### config.mk
export PLATFORM = sky130hd
export DESIGN_NAME = bis_ctrl
export DESIGN_NICKNAME = d
export VERILOG_FILES = /design/src/rtl/bis_pkg.sv /design/src/rtl/bis_ctrl.sv
export SDC_FILE = /design/constraint.sdc
export NUM_CORES = 1
export LEC_CHECK = 0
export BUFFER_PORTS_ARGS = -buffer_cell sky130_fd_sc_hd__buf_2
export CAP_MARGIN = 10
export CORE_AREA = 2 2 39 41
export CTS_CLUSTER_DIAMETER = 120
export DETAILED_ROUTE_END_ITERATION = 6
export DIE_AREA = 0 0 41 43
export PLACE_DENSITY = 0.57
export RECOVER_POWER = 100
export SYNTH_ARGS = -nofsm -noshare
export SYNTH_HDL_FRONTEND = slang
export SYNTH_SLANG_ARGS = --single-unit
### constraint.sdc
create_clock -name clk -period 1.4 [get_ports clk]
set_input_delay 0.21 -clock clk [delete_from_list [all_inputs] [get_ports clk]]
set_output_delay 0.21 -clock clk [all_outputs]
set_load 0.02 [all_outputs]
### src/rtl/bis_pkg.sv
// ============================================================================
// bis_pkg: shared types and constants of the bilinear image scaler
// Widths, register indexes, datapath commands and the blend function.
// ============================================================================
package bis_pkg;

    localparam int MAX_SRC_WIDTH  = 512;
    localparam int MAX_SRC_HEIGHT = 512;
    localparam int FRAC_BITS      = 8;

    localparam int STORE_DEPTH = MAX_SRC_WIDTH * MAX_SRC_HEIGHT;
    localparam int ADDR_W      = $clog2(STORE_DEPTH);
    localparam int AREA_W      = $clog2(STORE_DEPTH + 1);
    localparam int SW_W        = $clog2(MAX_SRC_WIDTH + 1);
    localparam int SH_W        = $clog2(MAX_SRC_HEIGHT + 1);
    localparam int XI_W        = $clog2(MAX_SRC_WIDTH);
    localparam int YI_W        = $clog2(MAX_SRC_HEIGHT);

    localparam int SRC_DIM_W  = 10;
    localparam int DST_DIM_W  = 13;
    localparam int SCALE_W    = 25;
    localparam int COORD_W    = 12;
    localparam int MAX_DST    = 4096;
    localparam int FRAC_W     = 16;
    localparam int POS_W      = COORD_W + SCALE_W;
    localparam int INT_W      = POS_W - FRAC_W;
    localparam int CH_W       = 8;
    localparam int PIX_W      = 3 * CH_W;
    localparam int WSCALE     = 1 << FRAC_BITS;
    localparam int BL_W       = CH_W + FRAC_BITS + 1;

    localparam int CFG_IDX_W  = 3;
    localparam int CFG_DATA_W = 25;

    localparam logic [CFG_IDX_W-1:0] CFG_SRC_WIDTH  = 3'd0;
    localparam logic [CFG_IDX_W-1:0] CFG_SRC_HEIGHT = 3'd1;
    localparam logic [CFG_IDX_W-1:0] CFG_DST_WIDTH  = 3'd2;
    localparam logic [CFG_IDX_W-1:0] CFG_DST_HEIGHT = 3'd3;
    localparam logic [CFG_IDX_W-1:0] CFG_SCALE_X    = 3'd4;
    localparam logic [CFG_IDX_W-1:0] CFG_SCALE_Y    = 3'd5;

    localparam logic KIND_LOAD = 1'b0;
    localparam logic KIND_EMIT = 1'b1;

    typedef enum logic [1:0] {
        CORNER_TL,
        CORNER_TR,
        CORNER_BL,
        CORNER_BR
    } corner_t;

    typedef struct packed {
        logic    ld_we;
        logic    pos_en;
        logic    loc_en;
        logic    base_en;
        logic    rd_en;
        corner_t corner;
        logic    cap_p0;
        logic    ld_top;
        logic    ld_bot;
        logic    fin;
    } bis_cmd_t;

    typedef struct packed {
        logic out_busy;
    } bis_stat_t;

    // (p*(S-w) + q*w + S/2) >> FRAC_BITS
    function automatic logic [CH_W-1:0] blend(input logic [CH_W-1:0] p,
                                              input logic [CH_W-1:0] q,
                                              input logic [FRAC_BITS-1:0] w);
        logic [BL_W-1:0] acc;
        acc = BL_W'(p) * (BL_W'(WSCALE) - BL_W'(w)) + BL_W'(q) * BL_W'(w)
              + BL_W'(WSCALE / 2);
        return acc[FRAC_BITS +: CH_W];
    endfunction

endpackage

### src/rtl/bis_ctrl.sv
// ============================================================================
// bis_ctrl: controller of the bilinear image scaler
// Sequences load writes and, per emit, position, address, four corner reads, blends and output load.
// ============================================================================
module bis_ctrl (
    input  logic                clk,
    input  logic                rst_n,
    input  logic                in_valid,
    input  logic                in_kind,
    output logic                in_ready,
    input  bis_pkg::bis_stat_t  stat,
    output bis_pkg::bis_cmd_t   cmd
);
    import bis_pkg::*;

    typedef enum logic [3:0] {
        ST_IDLE,
        ST_POS,
        ST_LOC,
        ST_BASE,
        ST_RD_TL,
        ST_RD_TR,
        ST_RD_BL,
        ST_RD_BR,
        ST_BOT,
        ST_FIN
    } state_t;

    state_t state_reg, state_next;
    logic   in_ready_reg, in_ready_next;

    always_ff @(posedge clk or negedge rst_n)
    begin
        if (!rst_n)
        begin
            state_reg    <= ST_IDLE;
            in_ready_reg <= 1'b1;
        end
        else
        begin
            state_reg    <= state_next;
            in_ready_reg <= in_ready_next;
        end
    end

    always_comb
    begin
        state_next    = state_reg;
        in_ready_next = in_ready_reg;
        cmd           = '0;
        cmd.corner    = CORNER_TL;
        case (state_reg)
            ST_IDLE:
            begin
                if (in_valid && in_ready_reg)
                begin
                    if (in_kind == KIND_EMIT)
                    begin
                        state_next    = ST_POS;
                        in_ready_next = 1'b0;
                    end
                    else
                    begin
                        cmd.ld_we = 1'b1;
                    end
                end
            end
            ST_POS:
            begin
                cmd.pos_en = 1'b1;
                state_next = ST_LOC;
            end
            ST_LOC:
            begin
                cmd.loc_en = 1'b1;
                state_next = ST_BASE;
            end
            ST_BASE:
            begin
                cmd.base_en = 1'b1;
                state_next  = ST_RD_TL;
            end
            ST_RD_TL:
            begin
                cmd.rd_en  = 1'b1;
                cmd.corner = CORNER_TL;
                state_next = ST_RD_TR;
            end
            ST_RD_TR:
            begin
                cmd.rd_en  = 1'b1;
                cmd.corner = CORNER_TR;
                cmd.cap_p0 = 1'b1;
                state_next = ST_RD_BL;
            end
            ST_RD_BL:
            begin
                cmd.rd_en  = 1'b1;
                cmd.corner = CORNER_BL;
                cmd.ld_top = 1'b1;
                state_next = ST_RD_BR;
            end
            ST_RD_BR:
            begin
                cmd.rd_en  = 1'b1;
                cmd.corner = CORNER_BR;
                cmd.cap_p0 = 1'b1;
                state_next = ST_BOT;
            end
            ST_BOT:
            begin
                cmd.ld_bot = 1'b1;
                state_next = ST_FIN;
            end
            ST_FIN:
            begin
                if (!stat.out_busy)
                begin
                    cmd.fin       = 1'b1;
                    state_next    = ST_IDLE;
                    in_ready_next = 1'b1;
                end
            end
            default:
            begin
                state_next    = ST_IDLE;
                in_ready_next = 1'b1;
            end
        endcase
    end

    assign in_ready = in_ready_reg;
endmodule

After elaboration in Yosys (flattened, before gate mapping)
Index checks and enable logic that the tools add are counted.
- flip-flop bits (word level): 5
- word-level logic and storage cells: 41
- output and inout port bits: 12
- input port bits: 5
- bitwise operators: 1
- multiplexer cells: 20
- reduce and logical (&&, ||, !) cells: 6
- eq/ne operators: 12
- operators by type and width (operator ; number):
    case mux 4 bit (10 select lines) ; 1
    == test 4 x 3 -> 1 bit, second input constant ; 4
    2-to-1 mux 1 bit ; 14
    2-to-1 mux 4 bit ; 3
    case mux 3 bit (4 select lines) ; 1
    == test 4 x 2 -> 1 bit, second input constant ; 2
    == test 4 bit, second input constant ; 2
    OR reduction 8 bit ; 1
    != test 2 bit, second input constant ; 3
    == test 4 x 1 -> 1 bit, second input constant ; 1
    zero test 4 bit ; 1
    AND reduction 4 bit ; 1
    case mux 1 bit (3 select lines) ; 1
    AND reduction 3 bit ; 1
    OR reduction 2 bit ; 1
    logical AND 1 bit ; 1
    NOT 1 bit ; 1

Logic depth before layout (Yosys ltp)
- word-level depth: 4
- mapped depth: 4
- gate-level depth less buffers: 3

Least setup slack after synthesis
Ideal clock, no wire load.
- path type: reg-to-output
- start: register state_reg[2]
- end: output cmd[10] in the netlist's numbering
- required time: 1.190 ns
- path buffers: 0
- stages on the path, launching flop included: 4
- arrival time: 1.285 ns
- path slack: -0.095 ns
- cell sequence: dfrtp_1 > or2_4 > nor4b_2 > nor3b_2
- RTL lines (what ; line ; RTL):
    start, declared ; bis_ctrl.sv:29 ; state_t state_reg, state_next;
    start signal, assigned ; bis_ctrl.sv:41 ; state_reg <= state_next;
    end, declared ; bis_ctrl.sv:12 ; output bis_pkg::bis_cmd_t cmd

==> flow_results.xml <==
<?xml version="1.0" encoding="UTF-8"?>
<metrics>
  <group name="floorplanning">
    <metric name="fp-row-count" unit="">14</metric>
    <metric name="floorplan.io_pins" unit="">17</metric>
    <metric name="core_area" unit="um2">1380</metric>
    <metric name="die_w" unit="um">41</metric>
    <metric name="die_y" unit="um">43</metric>
    <metric name="fp.dieArea" unit="um2">1760</metric>
    <metric name="start_util" unit="%">23.6</metric>
  </group>
  <group name="sta">
    <metric name="final-hold-violation-count" unit="">0</metric>
    <metric name="grt_setup_unrepaired" unit="">yes</metric>
    <metric name="max_slew_margin" unit="%">80.2</metric>
    <metric name="clock.fmax" unit="GHz">0.586</metric>
    <metric name="fin_worst_skew" unit="ns">0.00767</metric>
    <metric name="worst_slew_pin_slew" unit="ns">0.296</metric>
    <metric name="setup_slack" unit="ns">-0.306</metric>
    <metric name="timing.final.max_slew_violations" unit="">0</metric>
    <metric name="final.min_clock_period" unit="ns">1.71</metric>
    <metric name="fin_hold_ws" unit="ns">0.181</metric>
    <metric name="period_share" unit="%">122</metric>
    <metric name="setup_viol" unit="">11</metric>
  </group>
  <group name="synthesis">
    <metric name="synth_xor_area_share" unit="%">2.68</metric>
    <metric name="synth_largest_type_area_fraction" unit="%">30.7</metric>
    <metric name="syn_area_per_cell" unit="um2">8.59</metric>
    <metric name="post-synth-top-count-cell" unit="">sky130_fd_sc_hd__nor2_1</metric>
    <metric name="largest_family_of_logic_cells_by_synthesized_area" unit="">simple AND/OR/NAND/NOR gates</metric>
    <metric name="ys_seq_elements" unit="">5</metric>
    <metric name="synth.yosys.seq_area_share" unit="%">38.7</metric>
    <metric name="synthTopCellsByArea" unit="">sky130_fd_sc_hd__dfrtp_1 (31%), sky130_fd_sc_hd__dfstp_2 (8.0%), sky130_fd_sc_hd__and2_1 (5.7%), sky130_fd_sc_hd__nor2_1 (5.7%), sky130_fd_sc_hd__nand2_1 (4.6%)</metric>
    <metric name="yosys_warnings" unit="">0</metric>
    <metric name="compound_gate_portion_of_the_synthesized_area" unit="%">12.6</metric>
    <metric name="yosys-top-cells-count" unit="">sky130_fd_sc_hd__nor2_1 (5), sky130_fd_sc_hd__dfrtp_1 (4), sky130_fd_sc_hd__nand2_1 (4)</metric>
    <metric name="netlist.top_cell.by_area" unit="">sky130_fd_sc_hd__dfrtp_1</metric>
    <metric name="prevailing_post_synth_register_cell" unit="">sky130_fd_sc_hd__dfrtp_1</metric>
    <metric name="synthesis.nets" unit="">43</metric>
    <metric name="synth.mux.area_fraction" unit="%">0</metric>
    <metric name="synth_edf_count" unit="">0</metric>
    <metric name="syn-instance-count" unit="">38</metric>
    <metric name="mappedNetlistArea" unit="um2">327</metric>
    <metric name="post_synth_fa_ha_maj_area_fraction" unit="%">0</metric>
    <metric name="synth-simple-area-share" unit="%">40.6</metric>
    <metric name="async_flop_share" unit="%">100</metric>
    <metric name="synthDistinctLibCells" unit="">22</metric>
  </group>
  <group name="setup_path">
    <metric name="end_kind" unit="">output port</metric>
    <metric name="cp_data_arrival_time" unit="ns">1.50</metric>
    <metric name="worstPathCellList" unit="">or2_4, nor4b_4, nor3b_4, buf_6</metric>
    <metric name="reg2reg_slack" unit="ns">0.18</metric>
    <metric name="worstSetupStartpointType" unit="">flop</metric>
    <metric name="max_stage_delay" unit="ns">0.37</metric>
    <metric name="critical_path_buf_inv_count" unit="">1</metric>
    <metric name="worst_path_dominant_cell_family" unit="">simple AND/OR/NAND/NOR gates</metric>
    <metric name="setup.worst_path.class" unit="">reg2out</metric>
    <metric name="cp.required" unit="ns">1.19</metric>
    <metric name="critical_path.max_fanout" unit="">2</metric>
    <metric name="cp_slowest_cell" unit="">sky130_fd_sc_hd__dfrtp_1</metric>
  </group>
  <group name="cts">
    <metric name="cts-buffers-inserted" unit="">3</metric>
    <metric name="clock_tree.buffer_depth" unit="">2</metric>
    <metric name="worstSkewPairLatency" unit="ns">0.26</metric>
    <metric name="cts_tree" unit="">built</metric>
    <metric name="clock_tree.htree_level_count" unit="">1</metric>
    <metric name="clock_tree.root_cell" unit="">sky130_fd_sc_hd__clkbuf_4</metric>
    <metric name="cts_num_sinks" unit="">5</metric>
    <metric name="clk_transition_reported_paths" unit="ns">0.05</metric>
  </group>
  <group name="global_route">
    <metric name="globalRouteTotalUtil" unit="%">16.8</metric>
    <metric name="largest_net_degree_at_the_start_of_global_routing" unit="">8</metric>
    <metric name="grt_first_pass_wirelength" unit="um">1890</metric>
    <metric name="globalRoute.totalOverflow" unit="">0</metric>
    <metric name="antenna_found_initial" unit="">0</metric>
    <metric name="via_count_of_the_first_global_routing_pass" unit="">453</metric>
  </group>
  <group name="worst_hold_path">
    <metric name="hold_class" unit="">in2reg</metric>
  </group>
  <group name="run">
    <metric name="drv.max_cap_violation_count" unit="">0</metric>
  </group>
  <group name="outcome">
    <metric name="violations" unit="">setup timing</metric>
    <metric name="run_status" unit="">complete, but fails checks</metric>
  </group>
  <group name="drt">
    <metric name="remaining_drc_errors" unit="">0</metric>
    <metric name="routed_wirelength" unit="um">1150</metric>
    <metric name="detailedRoute.firstPassIterationCount" unit="">1</metric>
    <metric name="postRouteAntennaNets" unit="">0</metric>
    <metric name="vias" unit="">404</metric>
    <metric name="wire_per_inst" unit="um">13.2</metric>
    <metric name="drt-vias-per-instance" unit="">4.64</metric>
    <metric name="drt_iter0_markers" unit="">0</metric>
  </group>
  <group name="final_layout">
    <metric name="layout-drive-gt1-share" unit="%">69.0</metric>
    <metric name="largest_register_ff_count" unit="">4</metric>
    <metric name="antennaDiodeCount" unit="">0</metric>
    <metric name="layout-area-overhead-vs-synth" unit="%">119</metric>
    <metric name="finalNetCount" unit="">77</metric>
    <metric name="layout.cell_area.non_filler" unit="um2">714</metric>
    <metric name="layout.filler_cells" unit="">140</metric>
  </group>
  <group name="pwr">
    <metric name="power_density" unit="nW/um2">2620</metric>
    <metric name="max-vdd-ir-drop" unit="mV">1.17</metric>
    <metric name="leakagePower" unit="nW">0.345</metric>
  </group>
  <group name="place">
    <metric name="place_area" unit="um2">484</metric>
    <metric name="place.gp.congestion" unit="">0.654</metric>
    <metric name="detailed_place_hpwl" unit="um">712</metric>
    <metric name="io_buffer_count" unit="">16</metric>
  </group>
</metrics>
timing repair:
| item | in CTS | in global routing |
|---|---|---|
| cloned | 0 | 0 |
| hold buffers | 1 | 0 |
| gates resized for setup | 36 | 4 |
| pin swaps | 6 | 5 |
| hold endpoints to repair | 5 | 0 |
| endpoints found under the setup margin | 11 | 11 |
| buffers inserted | 5 | 4 |
through the flow:
stage	power, W	cells	TNS (ns)	utilization, %	setup slack (ns)
3_5_place_dp	0.00115	75	-0.0658	35.0	-0.0658
6_report	0.00187	87	-2.26	51.6	-0.306
3_3_place_gp	0.00114	75	-0.0118	35.0	-0.0118
2_1_floorplan	0.000840	38	-0.0476	-	-0.0285
5_1_grt	0.00201	87	-3.03	51.6	-0.390
4_1_cts	0.00182	85	-1.96	50.5	-0.311
layer usage:
metal,GRT usage [%],vias up,wire length (um)
met1,16.9,191,396
met3,6.81,5,76
met2,26.3,13,637
met4,12.0,0,38
li1,-,195,-
met5,0,-,0
final cells by class:
cell class	instances	area, um2	share of cell area (%)
multi-input cells	29	248	34.7
repair buffers	31	285	39.9
inverters	2	7.51	1.05
well taps	16	20.0	2.80
flip-flops and latches	5	128	17.9
clock buffers	4	26.3	3.68
cells by family after synthesis:
kind of cell | count (synthesis)
AO/OA/AOI/OAI | 6
XOR/XNOR | 1
buffers and inverters | 4
flip-flops | 5
AND/OR/NAND/NOR | 22
layout by cell type, fill, tap and decap left out, types with 2 or more instances in the layout:
cell	n
sky130_fd_sc_hd__buf_6	9
sky130_fd_sc_hd__clkbuf_4	3
sky130_fd_sc_hd__buf_4	12
sky130_fd_sc_hd__dfrtp_1	3
sky130_fd_sc_hd__nand2_1	2
sky130_fd_sc_hd__or2b_1	2
sky130_fd_sc_hd__nor2_1	3
sky130_fd_sc_hd__and2_4	3
sky130_fd_sc_hd__clkbuf_1	2
sky130_fd_sc_hd__buf_2	4
sky130_fd_sc_hd__nor3_2	2
sky130_fd_sc_hd__buf_12	2
path summary, 6_finish.rpt:
check | from | endpoint | cells after the start
setup reg to reg | state_reg[2] | state_reg[0] | 4
setup / recovery | state_reg[2] | cmd[10] | 4
min in group asynchronous | rst_n | state_reg[0] | 2
hold / removal | in_kind | in_ready | 2
hold reg to reg | in_ready | in_ready | 2
max in group asynchronous | rst_n | in_ready | 2
worst register-to-register path: cells and delay by family (launching register included):
kind	cells	cell delay [ns]
flops	1	0.37
compound gates	2	0.33
buf+inv	1	0.14
simple gates	1	0.26
power breakdown:
group          internal, W  switching (W)  leakage (nW)
Clock             0.000108      0.0000709        0.0150
Combinational     0.000753       0.000632         0.271
Sequential        0.000232      0.0000753        0.0596
Power figures use the tool's default switching activity.
